[src/hdl/rahfp_pkg.sv]
// shared types, constants and codes of the rfid ascii hex frame parser
`default_nettype none

package rahfp_pkg;

   // frame layout: start code, twelve hex digits, end code
   localparam int FRAME_BYTES = 14;
   localparam int HEX_DIGITS  = FRAME_BYTES - 2;
   localparam int SHIFT_BITS  = 4 * HEX_DIGITS;
   localparam int POS_W       = $clog2(FRAME_BYTES + 1);

   localparam int QUEUE_DEPTH = 2;

   // configuration reset values
   localparam logic [15:0] TIMEOUT_RESET    = 16'd100;
   localparam logic [7:0]  START_CODE_RESET = 8'h02;
   localparam logic [7:0]  END_CODE_RESET   = 8'h03;

   localparam int CSR_DATA_W  = 16;
   localparam int CSR_INDEX_W = 2;

   typedef enum logic [CSR_INDEX_W-1:0] {
      CSR_TIMEOUT    = 2'd0,
      CSR_START_CODE = 2'd1,
      CSR_END_CODE   = 2'd2
   } csr_index_type;

   typedef enum logic [1:0] {
      EV_NONE  = 2'd0,
      EV_TAG   = 2'd1,
      EV_ERROR = 2'd2
   } event_type;

   typedef enum logic [2:0] {
      ERR_NONE        = 3'd0,
      ERR_TIMEOUT     = 3'd1,
      ERR_BAD_END     = 3'd2,
      ERR_BAD_HEX     = 3'd3,
      ERR_BAD_CHECKSUM = 3'd4
   } error_type;

   // classified request, as queued between front and back
   typedef struct packed {
      logic        func;
      logic        is_start;
      logic        is_end;
      logic        hex_ok;
      logic [3:0]  nibble;
      logic [31:0] now_ms;
   } cls_type;

endpackage

`default_nettype wire

[src/hdl/rahfp_if.sv]
// request and response channel interfaces
`default_nettype none

interface rahfp_req_if;
   logic        valid;
   logic        ready;
   logic        func;
   logic [7:0]  data_byte;
   logic [31:0] now_ms;

   modport source (output valid, func, data_byte, now_ms, input ready);
   modport sink   (input valid, func, data_byte, now_ms, output ready);
endinterface

interface rahfp_rsp_if;
   logic        valid;
   logic        ready;
   logic [1:0]  event_res;
   logic [2:0]  error_code;
   logic [7:0]  tag_version;
   logic [31:0] tag_id;
   logic [7:0]  tag_checksum;

   modport source (output valid, event_res, error_code, tag_version, tag_id, tag_checksum,
                   input ready);
   modport sink   (input valid, event_res, error_code, tag_version, tag_id, tag_checksum,
                   output ready);
endinterface

`default_nettype wire

[src/hdl/rahfp_front.sv]
// front: accepts requests and classifies each byte
`default_nettype none

module rahfp_front (
   rahfp_req_if.sink          req_chan,
   input  wire logic [7:0]    start_code,
   input  wire logic [7:0]    end_code,
   input  wire logic          q_full,
   output logic               q_push,
   output rahfp_pkg::cls_type q_item
);

   localparam logic [7:0] CHAR_0  = 8'h30;
   localparam logic [7:0] CHAR_9  = 8'h39;
   localparam logic [7:0] CHAR_UA = 8'h41;
   localparam logic [7:0] CHAR_UF = 8'h46;
   localparam logic [7:0] CHAR_LA = 8'h61;
   localparam logic [7:0] CHAR_LF = 8'h66;

   // {valid, value} of one ascii hex digit, either case
   function automatic logic [4:0] hex_nibble(input logic [7:0] c);
      logic [7:0] d;
      logic [4:0] r;
      d = 8'd0;
      r = 5'd0;
      if (c >= CHAR_0 && c <= CHAR_9) begin
         d = c - CHAR_0;
         r = {1'b1, d[3:0]};
      end else if (c >= CHAR_UA && c <= CHAR_UF) begin
         d = c - CHAR_UA;
         r = {1'b1, d[3:0] + 4'd10};
      end else if (c >= CHAR_LA && c <= CHAR_LF) begin
         d = c - CHAR_LA;
         r = {1'b1, d[3:0] + 4'd10};
      end
      return r;
   endfunction

   logic [4:0] hex;

   assign req_chan.ready = !q_full;
   assign q_push         = req_chan.valid && !q_full;
   assign hex            = hex_nibble(req_chan.data_byte);

   always_comb begin
      q_item.func     = req_chan.func;
      q_item.is_start = (req_chan.data_byte == start_code);
      q_item.is_end   = (req_chan.data_byte == end_code);
      q_item.hex_ok   = hex[4];
      q_item.nibble   = hex[3:0];
      q_item.now_ms   = req_chan.now_ms;
   end

endmodule

`default_nettype wire

[src/hdl/rahfp_queue.sv]
// short fifo of classified requests between front and back
`default_nettype none

module rahfp_queue #(
   parameter int DEPTH = rahfp_pkg::QUEUE_DEPTH
) (
   input  wire logic                      clock,
   input  wire logic                      reset,
   input  wire logic                      push,
   input  wire rahfp_pkg::cls_type        push_item,
   input  wire logic                      pop,
   output logic                           full,
   output logic                           head_valid,
   output rahfp_pkg::cls_type             head_item,
   output logic [$clog2(DEPTH+1)-1:0]     count
);

   localparam int PW = (DEPTH > 1) ? $clog2(DEPTH) : 1;
   localparam int CW = $clog2(DEPTH + 1);

   rahfp_pkg::cls_type mem_ff [DEPTH];
   logic [PW-1:0] wr_ptr_ff, wr_ptr_in;
   logic [PW-1:0] rd_ptr_ff, rd_ptr_in;
   logic [CW-1:0] count_ff, count_in;

   function automatic logic [PW-1:0] next_ptr(input logic [PW-1:0] p);
      return (p == PW'(DEPTH - 1)) ? '0 : p + PW'(1);
   endfunction

   assign full       = (count_ff == CW'(DEPTH));
   assign head_valid = (count_ff != '0);
   assign head_item  = mem_ff[rd_ptr_ff];
   assign count      = count_ff;

   always_comb begin
      wr_ptr_in = push ? next_ptr(wr_ptr_ff) : wr_ptr_ff;
      rd_ptr_in = pop  ? next_ptr(rd_ptr_ff) : rd_ptr_ff;
      count_in  = count_ff + CW'(push) - CW'(pop);
   end

   always_ff @(posedge clock) begin
      if (reset) begin
         wr_ptr_ff <= '0;
         rd_ptr_ff <= '0;
         count_ff  <= '0;
      end else begin
         wr_ptr_ff <= wr_ptr_in;
         rd_ptr_ff <= rd_ptr_in;
         count_ff  <= count_in;
      end
   end

   always_ff @(posedge clock) begin
      if (push) begin
         mem_ff[wr_ptr_ff] <= push_item;
      end
   end

endmodule

`default_nettype wire

[src/hdl/rahfp_back.sv]
// back: frame assembly, timeout, checks and the response register
`default_nettype none

module rahfp_back (
   input  wire logic               clock,
   input  wire logic               reset,
   input  wire logic [15:0]        timeout_ms,
   input  wire logic               q_valid,
   input  wire rahfp_pkg::cls_type q_item,
   output logic                    q_pop,
   rahfp_rsp_if.source             rsp_chan
);

   localparam int PW = rahfp_pkg::POS_W;
   localparam int SW = rahfp_pkg::SHIFT_BITS;
   localparam logic [PW-1:0] LAST_HEX_POS = PW'(rahfp_pkg::HEX_DIGITS);
   localparam logic [PW-1:0] LAST_POS     = PW'(rahfp_pkg::FRAME_BYTES - 1);
   localparam logic [PW-1:0] FRAME_LEN    = PW'(rahfp_pkg::FRAME_BYTES);

   // frame state
   logic [PW-1:0] pos_ff, pos_in;
   logic [31:0]   last_ff, last_in;
   logic          hex_bad_ff, hex_bad_in;
   logic [SW-1:0] digits_ff, digits_in;

   // response register
   logic                  valid_ff;
   rahfp_pkg::event_type  ev_ff, ev_in;
   rahfp_pkg::error_type  err_ff, err_in;
   logic [7:0]            ver_ff, ver_in;
   logic [31:0]           id_ff, id_in;
   logic [7:0]            sum_ff, sum_in;

   logic [31:0] gap;
   logic        stale;
   logic [7:0]  calc;

   assign q_pop = q_valid && (!valid_ff || rsp_chan.ready);
   assign gap   = q_item.now_ms - last_ff;
   assign stale = (pos_ff != '0) && (gap > {16'd0, timeout_ms});
   assign calc  = digits_ff[SW-1 -: 8] ^ digits_ff[SW-9 -: 8] ^ digits_ff[SW-17 -: 8]
                ^ digits_ff[SW-25 -: 8] ^ digits_ff[SW-33 -: 8];

   always_comb begin
      pos_in     = pos_ff;
      last_in    = last_ff;
      hex_bad_in = hex_bad_ff;
      digits_in  = digits_ff;
      ev_in      = rahfp_pkg::EV_NONE;
      err_in     = rahfp_pkg::ERR_NONE;
      ver_in     = 8'd0;
      id_in      = 32'd0;
      sum_in     = 8'd0;
      priority if (stale) begin
         pos_in  = '0;
         last_in = 32'd0;
         ev_in   = rahfp_pkg::EV_ERROR;
         err_in  = rahfp_pkg::ERR_TIMEOUT;
         if (!q_item.func && q_item.is_start) begin
            pos_in     = PW'(1);
            last_in    = q_item.now_ms;
            hex_bad_in = 1'b0;
         end
      end else if (q_item.func) begin
         // tick with nothing stale
      end else if (q_item.is_start) begin
         pos_in     = PW'(1);
         last_in    = q_item.now_ms;
         hex_bad_in = 1'b0;
      end else if (pos_ff == '0 || pos_ff >= FRAME_LEN) begin
         pos_in = '0;
      end else begin
         pos_in  = pos_ff + PW'(1);
         last_in = q_item.now_ms;
         if (pos_ff <= LAST_HEX_POS) begin
            digits_in  = {digits_ff[SW-5:0], q_item.nibble};
            hex_bad_in = hex_bad_ff || !q_item.hex_ok;
         end
         if (pos_ff == LAST_POS) begin
            pos_in  = '0;
            last_in = 32'd0;
            priority if (!q_item.is_end) begin
               ev_in  = rahfp_pkg::EV_ERROR;
               err_in = rahfp_pkg::ERR_BAD_END;
            end else if (hex_bad_ff) begin
               ev_in  = rahfp_pkg::EV_ERROR;
               err_in = rahfp_pkg::ERR_BAD_HEX;
            end else if (calc != digits_ff[7:0]) begin
               ev_in  = rahfp_pkg::EV_ERROR;
               err_in = rahfp_pkg::ERR_BAD_CHECKSUM;
            end else begin
               ev_in  = rahfp_pkg::EV_TAG;
               ver_in = digits_ff[SW-1 -: 8];
               id_in  = digits_ff[SW-9 -: 32];
               sum_in = digits_ff[7:0];
            end
         end
      end
   end

   always_ff @(posedge clock) begin
      if (reset) begin
         pos_ff   <= '0;
         last_ff  <= 32'd0;
         valid_ff <= 1'b0;
      end else begin
         if (q_pop) begin
            pos_ff  <= pos_in;
            last_ff <= last_in;
         end
         if (q_pop) begin
            valid_ff <= 1'b1;
         end else if (rsp_chan.ready) begin
            valid_ff <= 1'b0;
         end
      end
   end

   always_ff @(posedge clock) begin
      if (q_pop) begin
         hex_bad_ff <= hex_bad_in;
         digits_ff  <= digits_in;
         ev_ff      <= ev_in;
         err_ff     <= err_in;
         ver_ff     <= ver_in;
         id_ff      <= id_in;
         sum_ff     <= sum_in;
      end
   end

   assign rsp_chan.valid        = valid_ff;
   assign rsp_chan.event_res    = ev_ff;
   assign rsp_chan.error_code   = err_ff;
   assign rsp_chan.tag_version  = ver_ff;
   assign rsp_chan.tag_id       = id_ff;
   assign rsp_chan.tag_checksum = sum_ff;

endmodule

`default_nettype wire

[src/hdl/rfid_ascii_hex_frame_parser.sv]
// top level of the rfid ascii hex frame parser
//
//  channel    dir  handshake        payload
//  req_chan   in   valid / ready    func, data_byte, now_ms
//  rsp_chan   out  valid / ready    event_res, error_code, tag_version, tag_id, tag_checksum
//  csr_*      in   csr_we           csr_index, csr_wdata
//
// one request per cycle sustained while rsp_chan is ready; every request gives one response,
// registered first in the queue and then in the response register
// the back stage sets throughput, updating the frame state once per cycle unless stalled
// reset is synchronous and clears all control state, no clearing pass
// a stalled response holds in its register while the queue absorbs up to
// QUEUE_DEPTH more requests before req_chan.ready drops
`default_nettype none

module rfid_ascii_hex_frame_parser #(
   parameter int QUEUE_DEPTH = rahfp_pkg::QUEUE_DEPTH
) (
   input  wire logic                               clock,
   input  wire logic                               reset,
   rahfp_req_if.sink                               req_chan,
   rahfp_rsp_if.source                             rsp_chan,
   input  wire logic                               csr_we,
   input  wire logic [rahfp_pkg::CSR_INDEX_W-1:0]  csr_index,
   input  wire logic [rahfp_pkg::CSR_DATA_W-1:0]   csr_wdata
);

   localparam int CW = $clog2(QUEUE_DEPTH + 1);

   // configuration registers
   logic [15:0] timeout_ff;
   logic [7:0]  start_code_ff;
   logic [7:0]  end_code_ff;

   // front to queue
   logic               q_push;
   logic               q_full;
   rahfp_pkg::cls_type q_push_item;

   // queue to back
   logic               q_valid;
   logic               q_pop;
   rahfp_pkg::cls_type q_head;
   logic [CW-1:0]      q_count;

   // register writes; unused index is dropped
   always_ff @(posedge clock) begin
      if (reset) begin
         timeout_ff    <= rahfp_pkg::TIMEOUT_RESET;
         start_code_ff <= rahfp_pkg::START_CODE_RESET;
         end_code_ff   <= rahfp_pkg::END_CODE_RESET;
      end else if (csr_we) begin
         unique case (csr_index)
            rahfp_pkg::CSR_TIMEOUT:    timeout_ff    <= csr_wdata[15:0];
            rahfp_pkg::CSR_START_CODE: start_code_ff <= csr_wdata[7:0];
            rahfp_pkg::CSR_END_CODE:   end_code_ff   <= csr_wdata[7:0];
            default: ;
         endcase
      end
   end

   // classify incoming bytes (hex digit decode, start and end code match)
   rahfp_front u_front (
      .req_chan   (req_chan),
      .start_code (start_code_ff),
      .end_code   (end_code_ff),
      .q_full     (q_full),
      .q_push     (q_push),
      .q_item     (q_push_item)
   );

   // decouples acceptance from frame processing
   rahfp_queue #(
      .DEPTH (QUEUE_DEPTH)
   ) u_queue (
      .clock      (clock),
      .reset      (reset),
      .push       (q_push),
      .push_item  (q_push_item),
      .pop        (q_pop),
      .full       (q_full),
      .head_valid (q_valid),
      .head_item  (q_head),
      .count      (q_count)
   );

   // frame state, timeout, end / hex / xor checks and response register
   rahfp_back u_back (
      .clock      (clock),
      .reset      (reset),
      .timeout_ms (timeout_ff),
      .q_valid    (q_valid),
      .q_item     (q_head),
      .q_pop      (q_pop),
      .rsp_chan   (rsp_chan)
   );

   // an accepted request is queued on the next cycle
   a_accept_queued : assert property (@(posedge clock) disable iff (reset)
      (req_chan.valid && req_chan.ready) |=> (q_count != '0))
      else $error("accepted request not found in queue");

   // a stalled response blocks the back stage
   a_stall_holds_back : assert property (@(posedge clock) disable iff (reset)
      (rsp_chan.valid && !rsp_chan.ready) |-> !q_pop)
      else $error("back stage advanced while response stalled");

   // non-error responses carry no error code
   a_code_matches_event : assert property (@(posedge clock) disable iff (reset)
      (rsp_chan.valid && rsp_chan.event_res != rahfp_pkg::EV_ERROR)
         |-> (rsp_chan.error_code == rahfp_pkg::ERR_NONE))
      else $error("error code on non-error response");

   // tag fields are zero unless a tag is reported
   a_tag_fields_zero : assert property (@(posedge clock) disable iff (reset)
      (rsp_chan.valid && rsp_chan.event_res != rahfp_pkg::EV_TAG)
         |-> (rsp_chan.tag_version == 8'd0 && rsp_chan.tag_id == 32'd0
              && rsp_chan.tag_checksum == 8'd0))
      else $error("tag fields set without a tag");

endmodule

`default_nettype wire

[src/flat_wrapper.sv]
// flat-port wrapper written by rule: the top's interface ports become plain ports
module rfid_ascii_hex_frame_parser_flat 
#(
   parameter int QUEUE_DEPTH = rahfp_pkg::QUEUE_DEPTH
)
  (clock, reset, csr_we, csr_index, csr_wdata, req_chan_valid, req_chan_func, req_chan_data_byte, req_chan_now_ms, req_chan_ready, rsp_chan_valid, rsp_chan_event_res, rsp_chan_error_code, rsp_chan_tag_version, rsp_chan_tag_id, rsp_chan_tag_checksum, rsp_chan_ready);
  rahfp_req_if req_chan_i ();
  rahfp_rsp_if rsp_chan_i ();
  input  wire logic clock;
  input  wire logic reset;
  input  wire logic csr_we;
  input  wire logic [rahfp_pkg::CSR_INDEX_W-1:0] csr_index;
  input  wire logic [rahfp_pkg::CSR_DATA_W-1:0] csr_wdata;
  input wire logic [$bits(req_chan_i.valid)-1:0] req_chan_valid;
  input wire logic [$bits(req_chan_i.func)-1:0] req_chan_func;
  input wire logic [$bits(req_chan_i.data_byte)-1:0] req_chan_data_byte;
  input wire logic [$bits(req_chan_i.now_ms)-1:0] req_chan_now_ms;
  output wire logic [$bits(req_chan_i.ready)-1:0] req_chan_ready;
  output wire logic [$bits(rsp_chan_i.valid)-1:0] rsp_chan_valid;
  output wire logic [$bits(rsp_chan_i.event_res)-1:0] rsp_chan_event_res;
  output wire logic [$bits(rsp_chan_i.error_code)-1:0] rsp_chan_error_code;
  output wire logic [$bits(rsp_chan_i.tag_version)-1:0] rsp_chan_tag_version;
  output wire logic [$bits(rsp_chan_i.tag_id)-1:0] rsp_chan_tag_id;
  output wire logic [$bits(rsp_chan_i.tag_checksum)-1:0] rsp_chan_tag_checksum;
  input wire logic [$bits(rsp_chan_i.ready)-1:0] rsp_chan_ready;
  assign req_chan_i.valid = req_chan_valid;
  assign req_chan_i.func = req_chan_func;
  assign req_chan_i.data_byte = req_chan_data_byte;
  assign req_chan_i.now_ms = req_chan_now_ms;
  assign req_chan_ready = req_chan_i.ready;
  assign rsp_chan_valid = rsp_chan_i.valid;
  assign rsp_chan_event_res = rsp_chan_i.event_res;
  assign rsp_chan_error_code = rsp_chan_i.error_code;
  assign rsp_chan_tag_version = rsp_chan_i.tag_version;
  assign rsp_chan_tag_id = rsp_chan_i.tag_id;
  assign rsp_chan_tag_checksum = rsp_chan_i.tag_checksum;
  assign rsp_chan_i.ready = rsp_chan_ready;
  rfid_ascii_hex_frame_parser #(.QUEUE_DEPTH(QUEUE_DEPTH)) u_core (.clock(clock), .reset(reset), .req_chan(req_chan_i), .rsp_chan(rsp_chan_i), .csr_we(csr_we), .csr_index(csr_index), .csr_wdata(csr_wdata));
endmodule
[config.mk]
export PLATFORM = sky130hd
export DESIGN_NAME = rfid_ascii_hex_frame_parser_flat
export DESIGN_NICKNAME = d
export VERILOG_FILES = /design/src/hdl/rahfp_pkg.sv /design/src/hdl/rahfp_if.sv /design/src/hdl/rahfp_front.sv /design/src/hdl/rahfp_queue.sv /design/src/hdl/rahfp_back.sv /design/src/hdl/rfid_ascii_hex_frame_parser.sv /design/src/flat_wrapper.sv
export SDC_FILE = /design/constraint.sdc
export NUM_CORES = 1
export LEC_CHECK = 0
export BUFFER_PORTS_ARGS = -buffer_cell sky130_fd_sc_hd__buf_2
export CAP_MARGIN = 10
export CORE_MARGIN = 2
export CORE_UTILIZATION = 29
export CTS_CLUSTER_SIZE = 10
export DETAILED_ROUTE_END_ITERATION = 16
export PLACE_DENSITY = 0.47
export SLEW_MARGIN = 20
export SYNTH_ARGS = -nofsm -noshare
export SYNTH_HDL_FRONTEND = slang
export SYNTH_SLANG_ARGS = --single-unit
[constraint.sdc]
create_clock -name clock -period 11 [get_ports clock]
set_clock_uncertainty 0.1 [all_clocks]
set_input_delay 0.55 -clock clock [delete_from_list [all_inputs] [get_ports clock]]
set_output_delay 0.55 -clock clock [all_outputs]
set_load 0.01 [all_outputs]
==> run metrics, run 1 <==
outcome finished, final reports clean; CP startpoint kind flip-flop; total wire length roughly 33,000 µm; Starting Density between 20 and 30%; Max transition margin between 20% and 30%; CTS tree done; Period Utilization, post-route 64.9%; Layout area overhead 17.0%; post-route ant nets 0; Vias per Instance 4.89; commonest non-fill, non-tap cell in the layout edfxtp_1; CTS sink count ~260; H-tree Lvls 1; Setup TNS Final 0 ns; CP max stage cell buf_4; pin count of the biggest net entering global routing 56; Max Cap Viol 0; fmax between 100 and 150 MHz; clock buffer depth 3; Die ar. around 46,000 µm²; unrepaired setup endpoints after global routing no; Slew @ Worst Pin 1.06 ns; hold_buf cts 0; number of cell rows 77; DP HPWL 22,600 µm; Worst setup EP type flip-flop; yosys warns 0; R2R Path End u_core.u_back.digits_ff[47]; Final Hold Viols 0; Syn Std Cell Area 12,900 µm²; clk slew on worst S/H paths roughly 0.06 ns; Post-synth EDFFs about 180; final slew viol count 0; initial antenna violation count 0; diode count 0; Post-CTS Setup Inserts 0; GRT overflow 0; Seq cells post-synth roughly 260; Avg WL per Cell approximately 17 µm; CP Data Required Time ~11 ns; count of different cell masters after synthesis 68; Leak between 5 and 6 nW; power density over the cells roughly 240 nW/µm²; vias in the first global route roughly 9,000; Main synth FF type edfxtp_1; Die W approximately 220 µm; crit-path cells buf_4 > mux2i_1 > inv_1 > ha_1 > a21oi_1 > o211ai_1 > or2_2 > nor2_1 > a21oi_1 > xnor2_1 > ha_1 > nand4_1 > nor4_1 > a32oi_1 > nor4_1 > nand3_1 > nor4_4 > buf_4 > nor2_1 > nor3_2 > buf_4; Synth Instances 1,181; Worst EP arrival approximately 7.2 ns; DRT Pass-1 Iters 6; VDD IR max ~0.00012 V; CP max stage delay about 0.60 ns; worst skew pair latency 0.59 ns; Period minus WS final 7.14 ns; sequential share of the synthesized area 53.7%; first-pass GRT wire length slightly above 50,000 µm; CTS buffer count 31; Resized cells post-CTS 0; endpoints failing setup 0; IO Pins around 120; GPL Wtd Cong slightly below 0.9; via count about 9,300; post-synthesis async set-or-reset flop share 0%; worst reg2reg path depth 21; Hold Crit Class in -> reg; layout cell share with drive strength beyond 1 15.2%; final net count 1,404; Final Power approximately 3.6 mW; Crit path top cell by count buf_4; Worst Path Max Fanout 48; Port Buffers roughly 120; Mapped Avg Cell Area 10.9 µm²; Core Box Area between 40,000 and 50,000 µm²; clk root buf clkbuf_16; Remaining DRCs 0; Setup CP Type reg -> reg; flop-to-flop setup slack 3.86 ns; commonest non-fill, non-tap cells in the layout 182 x edfxtp_1, 118 x buf_2, 90 x nor2_1, 87 x inv_1, 85 x nand2_1; die height 215 µm; DRT iter0 DRCs between 600 and 700; Setup crit end u_core.u_back.digits_ff[47]; Syn Nets 1,301; GRT Overall Usage a little over an eighth
## cell type report
type	instances	area [µm²]
sequential	256	6950
fill	4517	29000
timing repair buffer	128	666
clock inverter	3	32.5
inverter	88	330
multi-input combinational	779	5470
tap	592	741
clock buffer	55	937
## worst max-delay path: cells and delay by family, from the launching register on
kind	cells	cell delay, ns
buffers and inverters	4	1.78
DFF	1	0.31
and+or+nand+nor	9	2.42
muxes	1	0.36
xor gates and xnor gates	1	0.15
AOI/OAI and AO/OA	4	0.91
adders and majority gates	2	0.66
## worst min path at each step
| stage | cells after the start | from | slack [ns] | to |
|---|---|---|---|---|
| global placement | 2 | u_core.timeout_ff[7] | 0.35 | u_core.timeout_ff[7] |
| CTS | 1 | req_chan_now_ms[3] | 0.02 | u_core.u_queue.mem_ff[0][3] |
| detailed placement | 2 | u_core.timeout_ff[9] | 0.35 | u_core.timeout_ff[9] |
| global route | 1 | req_chan_now_ms[21] | 0.03 | u_core.u_queue.mem_ff[0][21] |
| floorplan | 2 | u_core.timeout_ff[10] | 0.34 | u_core.timeout_ff[10] |
| finish | 1 | req_chan_now_ms[17] | 0.05 | u_core.u_queue.mem_ff[0][17] |
## registers in the layout, indices dropped and copies added (netlist names), named ones only
| signal | flops |
|---|---|
| u_core.u_back.digits_ff | 48 |
| u_core.u_back.last_ff | 32 |
| u_core.u_queue.mem_ff | 80 |
| u_core.u_back.rsp_chan.tag_id | 32 |
| u_core.u_back.rsp_chan.event_res | 2 |
| u_core.timeout_ff | 16 |
| u_core.u_queue.wr_ptr_ff | 1 |
| u_core.u_queue.count | 2 |
| u_core.end_code_ff | 8 |
| u_core.u_back.hex_bad_ff | 1 |
| u_core.u_back.rsp_chan.error_code | 3 |
| u_core.u_back.rsp_chan.tag_checksum | 8 |
| u_core.u_back.rsp_chan.valid | 1 |
| u_core.u_back.rsp_chan.tag_version | 8 |
| u_core.start_code_ff | 8 |
| u_core.u_back.pos_ff | 4 |
| u_core.u_queue.rd_ptr_ff | 1 |
## Yosys cell counts, drive strengths merged, types with 32 or more instances
cell type | n | area, µm²
mux2i | 55 | 551
ha | 55 | 688
edfxtp | 182 | 5470
a21oi | 67 | 339
xnor2 | 61 | 534
dfxtp | 74 | 1480
a221o | 32 | 320
nor2 | 92 | 345
nand2 | 85 | 319
o21ai | 32 | 160
clkbuf | 43 | 161
and3 | 56 | 350
inv | 88 | 330
nor4 | 42 | 278
## routing by layer
| layer | GRT usage, % | part of all wire, % |
|---|---|---|
| met1 | 19.4 | 48 |
| met2 | 21.2 | 45 |
| met3 | 2.86 | 5.3 |
| met4 | 3.40 | 1.6 |
| met5 | 0 | 0 |
## metrics by stage
stage	hold WS (ns)	util (%)	cells	instance area [µm²]	worst slack [ns]
final	0.0538	34.3	1901	15100	3.86
after floorplan	0.336	-	1181	12900	2.13
after global placement	0.349	32.1	1843	14100	4.14
after CTS	0.0175	34.3	1901	15100	3.80
after global routing	0.0291	34.3	1901	15100	3.31
after detailed placement	0.350	32.1	1843	14100	3.85
## where the power goes
part	internal, mW	switching, mW	total [mW]	leakage, nW
logic	0.490	0.858	1.35	2.96
registers	1.21	0.0510	1.26	2.31
clock network	0.572	0.396	0.968	0.465
## logic make-up after synthesis
family,Yosys count,synth area share [%]
AO/OA/AOI/OAI,211,11.4
multiplexers,63,4.96
flip-flops,256,53.7
buffers and inverters,146,4.47
adder cells (fa/ha/maj),57,5.56
XOR/XNOR,79,5.35
AND/OR/NAND/NOR,369,14.5
(Power assumes the default switching activity.)
==> run 2, diff against run 1 <==
==> constraint.sdc (replaced) <==
create_clock -name clock -period 6.6 [get_ports clock]
set_clock_uncertainty 0.1 [all_clocks]
set_input_delay 0.33 -clock clock [delete_from_list [all_inputs] [get_ports clock]]
set_output_delay 0.33 -clock clock [all_outputs]
set_load 0.01 [all_outputs]
==> run metrics, run 2 (synthesized netlist as in run 1, its figures left out) <==
H-tree Lvls 1; total wire length between 30,000 and 40,000 µm; Setup TNS Final 0 ns; commonest non-fill, non-tap cell in the layout edfxtp_1; via count 9,477; final instance area about 16,000 µm²; Core Util, Final approximately 35%; flop-to-flop setup slack 0.49 ns; DRT Pass-1 Iters 5; Hold Crit Class in -> reg; final slew viol count 0; Resized cells post-CTS 0; vias in the first global route approximately 9,500; clk slew on worst S/H paths approximately 0.060 ns; Max Cap Viol 0; Post-DP Area between 10,000 and 15,000 µm²; die height 215 µm; fin cells 1,954; outcome finished, final reports clean; number of cell rows 77; IO Pins between 100 and 150; Worst setup EP type flip-flop; CTS tree done; VDD IR max between 0.0002 and 0.00025 V; Post-CTS Setup Inserts 0; Core Box Area between 40,000 and 50,000 µm²; clk root buf clkbuf_16; CTS sink count roughly 260; fmax around 160 MHz; Worst EP arrival 6.44 ns; GRT overflow 0; Worst Path Max Fanout 50; first-pass GRT wire length roughly 53,000 µm; Setup CP Type reg -> reg; Avg WL per Cell 17.1 µm; final net count roughly 1,500; diode count 0; Final Hold Viols 0; Die W roughly 220 µm; DP HPWL ~23,000 µm; Leak between 5 and 6 nW; commonest non-fill, non-tap cells in the layout 182 x edfxtp_1, 118 x buf_2, 90 x nor2_1, 87 x inv_1, 85 x nand2_1; GPL Wtd Cong 0.865; layout cell share with drive strength beyond 1 between 10 and 15%; pin count of the biggest net entering global routing 55; endpoints failing setup 0; Period Utilization, post-route between 90 and 100%; CTS buffer count 30; unrepaired setup endpoints after global routing no; Layout area overhead 20.9%; clock buffer depth 3; GRT Overall Usage between 10% and 20%; power density over the cells 380 nW/µm²; CP Data Required Time a little under 7 ns; post-route ant nets 0; hold_buf cts 49; CP startpoint kind flip-flop; Max transition margin 32.0%; Vias per Instance 4.85; Remaining DRCs 0; # placed instances 1,849; Period minus WS final a little over 6 ns; number of flip-flops under the largest register name 80; DRT iter0 DRCs about 570; Biggest register u_core.u_queue.mem_ff; Slew @ Worst Pin 1.02 ns; largest registers u_core.u_queue.mem_ff x80, u_core.u_back.digits_ff x48; worst skew pair latency 0.57 ns; Starting Density between 20% and 30%; Die ar. roughly 46,000 µm²; initial antenna violation count 0; Port Buffers about 120
[run 2: per-layer routing]
layer | track usage, % | routed length [µm] | vias to the layer above
met2 | 22.6 | 15200 | 175
met3 | 2.34 | 1400 | 30
met5 | 0 | 0 | -
met4 | 2.74 | 369 | 0
met1 | 20.3 | 16400 | 4606
li1 | - | - | 4666
[run 2: per-stage QoR]
step	setup slack (ns)	power [mW]	hold slack (ns)
floorplan	0.118	3.69	0.329
global placement	0.748	4.40	0.346
detailed placement	0.535	4.41	0.351
CTS	0.503	6.02	0.00611
global route	0.0346	6.35	0.0178
finish	0.489	5.94	0.0313
[run 2: final timing paths]
kind / start / end / cells past startpoint
setup / recovery: flip-flop / u_core.u_back.rsp_chan.tag_version[6] / 20
setup reg to reg: flip-flop / u_core.u_back.rsp_chan.tag_version[6] / 20
hold / removal: rsp_chan_ready / u_core.u_back.rsp_chan.valid / 3
hold reg to reg: u_core.timeout_ff[12] / u_core.timeout_ff[12] / 2
[run 2: area by class of cell]
cell class / count / area [µm²]
clock buffer: 55 / 896
clock inverter: 1 / 30.0
fill: 4513 / 28500
inverter: 88 / 330
multi-input combinational: 779 / 5470
sequential: 256 / 6950
tap: 592 / 741
timing repair buffer: 183 / 1210
[run 2: power breakdown]
part,total [mW],switching [mW],internal (mW)
sequential,2.12,0.116,2.01
clock,1.55,0.641,0.909
combinational,2.27,1.42,0.848
[run 2: critical path, stage by stage (launching register included)]
cell	delay [ns]
dfxtp_2	0.71
mux2i_1	0.34
inv_1	0.07
ha_1	0.38
a21oi_1	0.42
o211ai_1	0.21
or2_2	0.33
nor2_1	0.10
a21oi_1	0.06
xnor2_1	0.17
ha_1	0.31
nand4_1	0.16
nor4_1	0.41
a32oi_1	0.23
nor4_1	0.33
nand3_1	0.16
nor4_4	0.32
buf_4	0.32
o21ba_2	0.16
buf_4	0.39
and3_1	0.23
